<file path="src/rtl/tbt_pkg.sv">
// ----------------------------------------------------------------------------
// tbt_pkg
// Shared widths, payload types and sequencer states of the tangent basis block.
// ----------------------------------------------------------------------------
package tbt_pkg;

    localparam int POS_W   = 32;
    localparam int UV_W    = 24;
    localparam int OUT_W   = 32;
    localparam int THR_W   = 32;
    localparam int FRAC_W  = 16;
    // operand width of the shared multiplier: holds any position or uv delta
    localparam int MUL_W   = ((POS_W > UV_W) ? POS_W : UV_W) + 1;
    localparam int PROD_W  = 2 * MUL_W;
    // numerators and the determinant are differences of two products
    localparam int NUM_W   = PROD_W + 1;
    localparam logic [THR_W-1:0] THR_RESET = THR_W'(43);

    typedef struct packed {
        logic signed [POS_W-1:0] corner_x;
        logic signed [POS_W-1:0] corner_y;
        logic signed [POS_W-1:0] corner_z;
        logic signed [UV_W-1:0]  corner_u;
        logic signed [UV_W-1:0]  corner_v;
    } t_corner;

    typedef struct packed {
        logic signed [OUT_W-1:0] tangent_x;
        logic signed [OUT_W-1:0] tangent_y;
        logic signed [OUT_W-1:0] tangent_z;
        logic signed [OUT_W-1:0] bitangent_x;
        logic signed [OUT_W-1:0] bitangent_y;
        logic signed [OUT_W-1:0] bitangent_z;
        logic                    degenerate;
        logic                    clipped;
    } t_result;

    typedef enum logic [3:0] {
        S_IDLE,
        S_DET_A,
        S_DET_B,
        S_DET_C,
        S_DET_CHK,
        S_NUM_A,
        S_NUM_B,
        S_NUM_C,
        S_DIV,
        S_OUT
    } t_state;

    typedef enum logic [1:0] {
        D_IDLE,
        D_RUN,
        D_ROUND
    } t_div_state;

endpackage

</file>
<file path="src/rtl/tbt_mul.sv">
// ----------------------------------------------------------------------------
// tbt_mul
// Shared signed multiplier with a registered product.
// ----------------------------------------------------------------------------
module tbt_mul (
    input  logic                                 i_clk,
    input  logic signed [tbt_pkg::MUL_W-1:0]     i_a,
    input  logic signed [tbt_pkg::MUL_W-1:0]     i_b,
    output logic signed [tbt_pkg::PROD_W-1:0]    o_prod
);
    import tbt_pkg::*;

    logic signed [PROD_W-1:0] r_prod;

    // one product per cycle
    always_ff @(posedge i_clk) begin
        r_prod <= PROD_W'(i_a) * PROD_W'(i_b);
    end

    assign o_prod = r_prod;

endmodule

</file>
<file path="config.mk">
export PLATFORM = sky130hd
export DESIGN_NAME = tbt_mul
export DESIGN_NICKNAME = d
export VERILOG_FILES = /design/src/rtl/tbt_pkg.sv /design/src/rtl/tbt_mul.sv
export SDC_FILE = /design/constraint.sdc
export NUM_CORES = 2
export LEC_CHECK = 0
export BUFFER_PORTS_ARGS = -buffer_cell sky130_fd_sc_hd__buf_2
export CORE_ASPECT_RATIO = 1.5
export CORE_UTILIZATION = 61
export DETAILED_ROUTE_END_ITERATION = 8
export PLACE_DENSITY_LB_ADDON = 0.3
export SLEW_MARGIN = 20
export SYNTH_ARGS = -nofsm -noshare
export SYNTH_HDL_FRONTEND = slang
export SYNTH_SLANG_ARGS = --single-unit
</file>
<file path="constraint.sdc">
create_clock -name i_clk -period 18.4 [get_ports i_clk]
set_clock_uncertainty 0.15 [all_clocks]
set_input_delay 2.76 -clock i_clk [delete_from_list [all_inputs] [get_ports i_clk]]
set_output_delay 2.76 -clock i_clk [all_outputs]
set_load 0.05 [all_outputs]
</file>
==> reports/metrics.yaml <==
outcome: "finished clean"
antenna_found_initial: 7
synth_edf_count: 0
worst_slack_ps: 7780
layout.nets: 5697
die-area_um2: 67800
cts_hold_buf: 0
worstSetupPathType: "in2reg"
worstHoldPathCells: 2
vias: 29300
root_buffer: "clkbuf_16"
regArea_um2: 1320
synth-main-ff-cell: "dfxtp_1"
yosysTopAreaCellShare_pct: 56.3
synth_nets: 5767
core_um2: 65800
post_synth_mux_area_share_pct: 0
grt_max_degree: 34
synth-xor-area-share_pct: 1.46
synthSimpleGateAreaFrac_pct: 15.8
critPathCaptureType: "register"
post-dp-hpwl_um: 94000
area_growth_pct: 3.23
drv_cap: 0
arrival_ps: 10730
drtIter0Drc: 1543
gp_congestion: 0.958
synthArstFlopShare_pct: 0
critPathRequiredTime_ps: 18510
rows: 115
hold_end: "o_prod[0]$_DFF_P_"
hold_path.class: "in2reg"
dp_slack_ps: 7360
cts_made_buffers: 9
cts.sinks: 66
synthAdderAreaFrac_pct: 62.9
synth.most_common_cell: "fa_1"
start_util_pct: 61.9
io_pins: 133
synth.area.top_cells: "fa_1, inv_1, and2_1"
finalSetupViolations: 0
wirelength_um: 113000
netlist_area_um2: 40700
track_usage_pct: 35.6
synth_top_family_by_area: "adder cells"
drive_gt1_share_pct: 4.56
fillCellCount: 5413
gr-total-overflow: 0
rsz0062_at_grt: "no"
crit_start: "i_b[9]"
multi_input_area_um2: 34300
cts_tree: "done"
cp_max_fo: 33
grt_pass1_wl_um: 177000
yosysSeqAreaShare_pct: 3.24
synth_area_per_cell_um2: 9.39
ys_types: 80
ant_nets: 0
avgViaCountPerCell: 5.69
cts_max_level: 3
maxSlewViolCount: 0
worst_slew_pin_slew_ps: 852
slew_headroom_pct: 43.2
largest_register_ffs: 66
drc: 0
fin_setup_tns_ps: 0
worstHoldStart: "i_b[0]"
clkTransAtPathRegs_ps: 70
synth_largest_area_cell: "fa_1"
fin_crit_sh_pct: 57.7
hold_viol: 0
fmax_mhz: 94.1
ys_seq_elements: 66
grt_pass1_vias: 32600
critPathLaunchType: "primary input"
synthCells: 4338
dieHeight_um: 318
synth_warnings: 0
die_w_um: 213
wire_per_inst_um: 22.0
clockBufferDepth: 2
synth_compound_gate_area_share_pct: 4.07
io_buffers: 132
cts_setup_buffers: 0
cts_resized: 0
finalCriticalPeriod_ps: 10620
synth_commonest_cells: "fa_1, inv_1, and2_1"
dr.pass1.iters: 6
[worst max path at each step]
| stage | slack, ps | cells past startpoint | endpoint |
|---|---|---|---|
| after CTS | 7750 | 22 | o_prod[62]$_DFF_P_ |
| final | 7780 | 24 | o_prod[64]$_DFF_P_ |
| after floorplan | 8250 | 23 | o_prod[62]$_DFF_P_ |
| after global routing | 7480 | 24 | o_prod[64]$_DFF_P_ |
| after global placement | 7470 | 20 | o_prod[64]$_DFF_P_ |
| after detailed placement | 7360 | 22 | o_prod[62]$_DFF_P_ |
[area by class of cell]
type                       instances  area share, %
clock buffer                      10          0.568
multi-input combinational       2920           81.6
clock inverter                     6          0.214
timing repair buffer             140           1.71
antenna                            6         0.0357
inverter                        1131           10.1
sequential                        66           3.14
tap                              877           2.61
[through the flow]
step / std cells / hold WS (ps) / cell area, um^2 / util (%)
after floorplan: 4338 / 2740 / 40700 / -
after global placement: 5134 / 3080 / 41700 / 63.4
after detailed placement: 5134 / 3080 / 41700 / 63.4
after CTS: 5150 / 2810 / 42000 / 63.9
after global routing: 5155 / 2840 / 42000 / 63.9
final: 5156 / 2800 / 42100 / 63.9
[critical path: stages]
cell and delay [ps]:
buf_2 620, nand2_1 290, fa_1 560, inv_1 50, fa_1 540, inv_1 60
fa_1 530, inv_1 60, fa_1 490, fa_1 720, fa_1 500, fa_1 490
inv_1 50, fa_1 470, inv_1 40, ha_1 410, nand3_1 230, nor2_1 270
nand2_1 140, nor3_1 560, o311ai_4 270, nand3_2 170, a211oi_1 90, a311oi_1 300
[kinds of logic (layout without fill, tap and decap cells)]
kind of cell             count (synthesis)  count (layout)
XOR/XNOR                                68              68
flip-flops                              66              66
buffers and inverters                 1352            1287
adder cells (fa/ha/maj)               1362            1362
other                                    0               6
AO/OA/AOI/OAI                          219             219
AND/OR/NAND/NOR                       1271            1271
[placed cells by master (no fill, tap or decap), drive strengths merged, types with 3 or more instances in the layout]
cell / instances
nand2: 551
xnor2: 43
a211oi: 11
ha: 217
inv: 1131
nor2: 68
clkinv: 3
nand4: 12
o21a: 6
clkbuf: 10
a21boi: 3
a211o: 6
a21oi: 61
o21bai: 11
or2: 3
dfxtp: 66
a221oi: 3
a21o: 38
nand2b: 12
fa: 1145
and2: 563
and3: 6
o21ai: 33
and4: 5
o31ai: 7
diode: 6
nor3: 7
xor2: 25
or3: 3
nor4: 3
nand3: 26
a31oi: 9
nor2b: 5
o211ai: 5
buf: 140
[metal layers]
metal / track usage, % / vias to the layer above / part of all wire (%)
met4: 38.0 / 0 / 13
li1: - / 12200 / -
met5: 0 / - / 0
met2: 61.7 / 1191 / 53
met1: 35.0 / 15400 / 30
met3: 4.38 / 581 / 4.3
Power is left out: the tool's default activity adds up to more than one toggle a clock period on the data nets, which glitch-free logic cannot reach.
