[src/rtl/tbt_pkg.sv]
// ----------------------------------------------------------------------------
// tbt_pkg
// Shared widths, payload types and sequencer states of the tangent basis block.
// ----------------------------------------------------------------------------
package tbt_pkg;

    localparam int POS_W   = 32;
    localparam int UV_W    = 24;
    localparam int OUT_W   = 32;
    localparam int THR_W   = 32;
    localparam int FRAC_W  = 16;
    // operand width of the shared multiplier: holds any position or uv delta
    localparam int MUL_W   = ((POS_W > UV_W) ? POS_W : UV_W) + 1;
    localparam int PROD_W  = 2 * MUL_W;
    // numerators and the determinant are differences of two products
    localparam int NUM_W   = PROD_W + 1;
    localparam logic [THR_W-1:0] THR_RESET = THR_W'(43);

    typedef struct packed {
        logic signed [POS_W-1:0] corner_x;
        logic signed [POS_W-1:0] corner_y;
        logic signed [POS_W-1:0] corner_z;
        logic signed [UV_W-1:0]  corner_u;
        logic signed [UV_W-1:0]  corner_v;
    } t_corner;

    typedef struct packed {
        logic signed [OUT_W-1:0] tangent_x;
        logic signed [OUT_W-1:0] tangent_y;
        logic signed [OUT_W-1:0] tangent_z;
        logic signed [OUT_W-1:0] bitangent_x;
        logic signed [OUT_W-1:0] bitangent_y;
        logic signed [OUT_W-1:0] bitangent_z;
        logic                    degenerate;
        logic                    clipped;
    } t_result;

    typedef enum logic [3:0] {
        S_IDLE,
        S_DET_A,
        S_DET_B,
        S_DET_C,
        S_DET_CHK,
        S_NUM_A,
        S_NUM_B,
        S_NUM_C,
        S_DIV,
        S_OUT
    } t_state;

    typedef enum logic [1:0] {
        D_IDLE,
        D_RUN,
        D_ROUND
    } t_div_state;

endpackage

[src/rtl/tbt_div.sv]
// ----------------------------------------------------------------------------
// tbt_div
// Restoring divider, one quotient bit a cycle: round(num * 2^16 / den),
// ties away from zero, saturated to a 32-bit signed result.
// ----------------------------------------------------------------------------
module tbt_div (
    input  logic                                 i_clk,
    input  logic                                 i_rst_n,
    input  logic                                 i_start,
    input  logic signed [tbt_pkg::NUM_W-1:0]     i_num,
    input  logic signed [tbt_pkg::NUM_W-1:0]     i_den,
    output logic                                 o_done,
    output logic signed [tbt_pkg::OUT_W-1:0]     o_q,
    output logic                                 o_clip
);
    import tbt_pkg::*;

    localparam int DIV_N = NUM_W + FRAC_W;
    localparam int CNT_W = $clog2(DIV_N + 1);

    t_div_state       r_state, n_state;
    logic [CNT_W-1:0] r_cnt, n_cnt;
    logic             r_neg, n_neg;
    logic [DIV_N-1:0] r_n, n_n;
    logic [DIV_N-1:0] r_quo, n_quo;
    logic [NUM_W-1:0] r_rem, n_rem;
    logic [NUM_W-1:0] r_den, n_den;
    logic             r_done, n_done;
    logic [OUT_W-1:0] r_q, n_q;
    logic             r_clip, n_clip;

    logic [NUM_W:0]   w_trial;
    logic [DIV_N:0]   w_rnd;
    logic [DIV_N:0]   w_lim;
    logic [DIV_N:0]   w_sat;

    // state register
    always_ff @(posedge i_clk) begin
        if (!i_rst_n) begin
            r_state <= D_IDLE;
            r_done  <= 1'b0;
        end else begin
            r_state <= n_state;
            r_done  <= n_done;
        end
    end

    // datapath registers
    always_ff @(posedge i_clk) begin
        r_cnt  <= n_cnt;
        r_neg  <= n_neg;
        r_n    <= n_n;
        r_quo  <= n_quo;
        r_rem  <= n_rem;
        r_den  <= n_den;
        r_q    <= n_q;
        r_clip <= n_clip;
    end

    // one shift and trial subtract per cycle, then round and saturate
    always_comb begin
        n_state = r_state;
        n_cnt   = r_cnt;
        n_neg   = r_neg;
        n_n     = r_n;
        n_quo   = r_quo;
        n_rem   = r_rem;
        n_den   = r_den;
        n_done  = 1'b0;
        n_q     = r_q;
        n_clip  = r_clip;
        w_trial = {r_rem, r_n[DIV_N-1]};
        w_rnd   = {1'b0, r_quo};
        w_lim   = r_neg ? (DIV_N+1)'(64'h8000_0000) : (DIV_N+1)'(64'h7FFF_FFFF);
        w_sat   = '0;
        case (r_state)
            D_IDLE: begin
                if (i_start) begin
                    n_neg   = i_num[NUM_W-1] ^ i_den[NUM_W-1];
                    n_n     = {(i_num[NUM_W-1] ? NUM_W'(-i_num) : NUM_W'(i_num)),
                               {FRAC_W{1'b0}}};
                    n_den   = i_den[NUM_W-1] ? NUM_W'(-i_den) : NUM_W'(i_den);
                    n_rem   = '0;
                    n_quo   = '0;
                    n_cnt   = CNT_W'(DIV_N);
                    n_state = D_RUN;
                end
            end
            D_RUN: begin
                n_n = {r_n[DIV_N-2:0], 1'b0};
                if (w_trial >= {1'b0, r_den}) begin
                    n_rem = NUM_W'(w_trial - {1'b0, r_den});
                    n_quo = {r_quo[DIV_N-2:0], 1'b1};
                end else begin
                    n_rem = w_trial[NUM_W-1:0];
                    n_quo = {r_quo[DIV_N-2:0], 1'b0};
                end
                n_cnt = r_cnt - CNT_W'(1);
                if (r_cnt == CNT_W'(1)) begin
                    n_state = D_ROUND;
                end
            end
            D_ROUND: begin
                if ({r_rem, 1'b0} >= {1'b0, r_den}) begin
                    w_rnd = {1'b0, r_quo} + (DIV_N+1)'(1);
                end
                if (w_rnd > w_lim) begin
                    w_sat  = w_lim;
                    n_clip = 1'b1;
                end else begin
                    w_sat  = w_rnd;
                    n_clip = 1'b0;
                end
                n_q     = r_neg ? OUT_W'(-w_sat) : OUT_W'(w_sat);
                n_done  = 1'b1;
                n_state = D_IDLE;
            end
            default: begin
                n_state = D_IDLE;
            end
        endcase
    end

    assign o_done = r_done;
    assign o_q    = r_q;
    assign o_clip = r_clip;

endmodule
[config.mk]
export PLATFORM = sky130hd
export DESIGN_NAME = tbt_div
export DESIGN_NICKNAME = d
export VERILOG_FILES = /design/src/rtl/tbt_pkg.sv /design/src/rtl/tbt_div.sv
export SDC_FILE = /design/constraint.sdc
export NUM_CORES = 1
export LEC_CHECK = 0
export BUFFER_PORTS_ARGS = -buffer_cell sky130_fd_sc_hd__buf_2
export CAP_MARGIN = 20
export CORE_AREA = 3 3 247 249
export CTS_CLUSTER_SIZE = 16
export DETAILED_ROUTE_END_ITERATION = 16
export DIE_AREA = 0 0 250 252
export PLACE_DENSITY_LB_ADDON = 0.25
export SETUP_SLACK_MARGIN = 0.2
export SYNTH_ARGS = -nofsm -noshare
export SYNTH_HDL_FRONTEND = slang
export SYNTH_SLANG_ARGS = --single-unit
export TNS_END_PERCENT = 10
[constraint.sdc]
create_clock -name i_clk -period 18.6 [get_ports i_clk]
set_clock_uncertainty 0.2 [all_clocks]
set_input_delay 3.72 -clock i_clk [delete_from_list [all_inputs] [get_ports i_clk]]
set_output_delay 3.72 -clock i_clk [all_outputs]
set_load 0.005 [all_outputs]
==> results.tsv <==
stage	metric	value	unit
floorplan	core area	0.0589	mm2
global_routing	largest net degree at the start of global routing	187	
final_layout	P&R area growth vs syn	12.0	%
logic_synthesis	Syn. warnings	0	
status	status	complete, no violations	
logic_synthesis	Synth Register Bits	328	
timing	WHS	0.326	ns
global_routing	GR Overflow Total	0	
detailed_routing	vias per inst	5.64	
critical_path	CP dominant cell by count	ha_1	
timing	actual slew at the worst max-slew pin	1.06	ns
floorplan	total die area	0.0630	mm2
logic_synthesis	number of synthesized flops with an enable pin	325	
clock_tree	CTS resizes	0	
placement	DP HPWL	45.7	mm
clock_tree	CTS Buffer Depth	3	
critical_path	Crit path required time	18.69	ns
clock_tree	clock root buffer master	clkbuf_16	
final_layout	commonest non-fill, non-tap cell in the layout	edfxtp_1	
clock_tree	CTS buffer count	41	
hold_path	worst hold start	r_n[24]	
detailed_routing	vias after detailed routing	19500	
final_layout	most frequent cells in the layout	edfxtp_1 (325), nand2_1 (319), a21oi_1 (192), o21ai_0 (185), buf_2 (170)	
global_routing	met1 GRT Util	26.6	%
logic_synthesis	Cell variety after synth	95	
critical_path	worst-path fanout max	42	
timing	fin crit share	51.2	%
critical_path	critical path's slowest cell	xor2_1	
detailed_routing	routed wire length	63.7	mm
critical_path	Worst EP arrival	9.62	ns
logic_synthesis	area leader, netlist	edfxtp_1	
logic_synthesis	syn_nets	2782	
global_routing	total track usage	19.6	%
timing	fmax	0.105	GHz
logic_synthesis	Yosys top cell area share	41.6	%
final_layout	NumNets Final	2894	
critical_path	worst r2r src	r_rem[56]	
global_routing	gr busiest metal	met2	
detailed_routing	remaining antenna violation count	0	
critical_path	crit-path max cell delay	0.65	ns
floorplan	Die X	250	um
floorplan	Initial Util	39.8	%
placement	pre-CTS WS	9.28	ns
logic_synthesis	Avg Cell Area, Syn	9.23	um2
timing	Max-slew headroom	29.4	%
timing	RSZ-0062 raised after global routing	no	
critical_path	Worst setup startpoint	r_rem[56]	
placement	I/O Buffers	170	
clock_tree	# H-tree levels	2	
placement	dpl cell area	0.0250	mm2
detailed_routing	Pre-antenna DRT Iters	5	
timing	setup TNS	0	ns
floorplan	Row Count	89	
critical_path	WS Path Type	flip-flop to flip-flop	
clock_tree	Clock Latency Late Sink	0.56	ns
final_layout	share of cells above drive strength 1	11.7	%
clock_tree	Clk pin slew, worst setup/hold paths	0.06	ns
critical_path	Reg2Reg Setup Slack	9.07	ns
timing	Tmin final	9.53	ns
power	Lkg Pwr	9.75	nW
final_layout	Util after Layout	44.6	%
power	Max IR drop VDD	61.6	uV
placement	Final Wtd Congestion	0.924	
logic_synthesis	Gate Count Post-Synth	2539	
logic_synthesis	top cells by area, synth	edfxtp_1 (42%), ha_1 (5.6%), nand2_1 (5.1%), xnor2_1 (5.0%), a21oi_1 (4.1%)	
final_layout	fin area	0.0263	mm2
logic_synthesis	Mapped Area	0.0234	mm2
job	Max-cap violations	0	
floorplan	Die Span Y	252	um
detailed_routing	Initial DRC Count	1547	
power	power per cell area	90.5	mW/mm2
timing	Max Slew Vio Count	0	
clock_tree	CTS sink count	328	
timing	post-route setup slack	9.07	ns
detailed_routing	Residual DRC	0	
critical_path	startpoint types	flip-flop	
global_routing	GRT met2 Usage	33.1	%
hold_path	HP Class	flip-flop to flip-flop	
logic_synthesis	async set-reset flop share out of synthesis	0	%
logic_synthesis	post-synthesis sequential area ratio	41.9	%
clock_tree	CTS tree	done	
timing	Final Hold Violating Endpoints	0	
clock_tree	postcts setup bufs	0	
logic_synthesis	Top FF cell, synth	edfxtp_1	
global_routing	vias in the first global route	18900	
global_routing	initial antenna violation count	2	
timing	final setup violation count	0	
global_routing	M3 GR Usage	2.43	%
critical_path	CP Capture Type	flip-flop	
clock_tree	Hold-fix buffers, CTS	0	
global_routing	first-pass GRT wire length	101	mm
detailed_routing	routed len/inst	18.4	um
floorplan	I/O pin count	171	
## kinds of logic (layout without fill, tap and decap cells)
group | count (synthesis) | after routing | synth area share [%]
compound gates | 654 | 654 | 17.6
xor+xnor | 240 | 240 | 8.97
fa+ha+maj | 106 | 106 | 5.69
buf+inv | 248 | 392 | 4.15
flops | 328 | 328 | 41.9
mux | 20 | 20 | 0.865
other cells | 0 | 2 | 0
simple gates | 943 | 943 | 20.9
## through the flow
| step | instances | total power [mW] |
|---|---|---|
| after global placement | 3379 | 1.61 |
| after floorplan | 2539 | 1.45 |
| after detailed placement | 3380 | 1.62 |
| after CTS | 3455 | 2.40 |
| after global routing | 3458 | 2.52 |
| final | 3458 | 2.38 |
## flip-flops by register name (all words and copies together), names as in the netlist
signal	flops
r_quo	83
r_den	67
r_n	67
r_rem	67
o_q	32
r_cnt	7
r_state	2
o_clip	1
o_done	1
r_neg	1
## layer usage
metal	up-vias	share of wire [%]
li1	9592	-
met1	9329	46
met4	0	2.7
met3	115	4.0
met5	-	0
met2	476	48
## worst max-delay path, delay by kind of cell (launching register included)
family                   cells  cell delay [ns]
adder cells (fa/ha/maj)      3             1.15
XOR/XNOR                     1             0.65
flip-flops                   1             0.40
AND/OR/NAND/NOR             15             4.54
buffers and inverters        1             0.39
AO/OA/AOI/OAI                8             1.89
## cell type report
class,instances,area (um2)
diodes,2,5.00
clock inverters,23,188
repair buffers,187,1000
multi-input cells,1963,12700
inverters,130,488
flip-flops and latches,328,9820
fillers,5592,32700
clock buffers,52,1090
well taps,773,967
## path summary, 6_finish.rpt
path | endpoint | depth (start not counted)
worst max register to register | o_q[26] | 28
worst min register to register | r_n[25] | 2
worst max-delay path | o_q[26] | 28
worst min-delay path | r_n[25] | 2
## power by group
part,internal [mW],switching (mW)
sequential,0.911,0.0554
clock,0.444,0.320
combinational,0.241,0.405
total,1.60,0.781
## cell usage after synthesis (4+ instances only)
| cell type | number |
|---|---|
| o32ai_1 | 4 |
| or4_4 | 6 |
| o21a_1 | 18 |
| xor2_1 | 106 |
| or3_4 | 8 |
| a2111oi_0 | 4 |
| nor2_1 | 131 |
| or2_2 | 20 |
| nor3b_1 | 4 |
| edfxtp_1 | 325 |
| o211ai_1 | 13 |
| a21o_1 | 26 |
| clkbuf_1 | 89 |
| o22ai_1 | 10 |
| o2111ai_1 | 5 |
| nand2_1 | 319 |
| mux2i_1 | 18 |
| or3_1 | 30 |
| a2bb2oi_1 | 4 |
| nor2b_1 | 20 |
| a21oi_1 | 192 |
| buf_2 | 17 |
| and3_1 | 27 |
| nand3_1 | 55 |
| a211oi_1 | 32 |
| a31oi_1 | 25 |
| buf_1 | 8 |
| nand4_1 | 70 |
| o22a_1 | 4 |
| o21bai_1 | 14 |
| a221oi_1 | 7 |
| or4_1 | 33 |
| nand2b_1 | 21 |
| and4_1 | 12 |
| a22oi_1 | 6 |
| inv_1 | 130 |
| o21ai_0 | 185 |
| a21boi_0 | 4 |
| nor3_1 | 58 |
| o31ai_1 | 41 |
| ha_1 | 105 |
| o41ai_1 | 23 |
| nor4_1 | 25 |
| xnor2_1 | 134 |
| and2_1 | 78 |
Note: power is estimated with default switching activity, not from simulation.
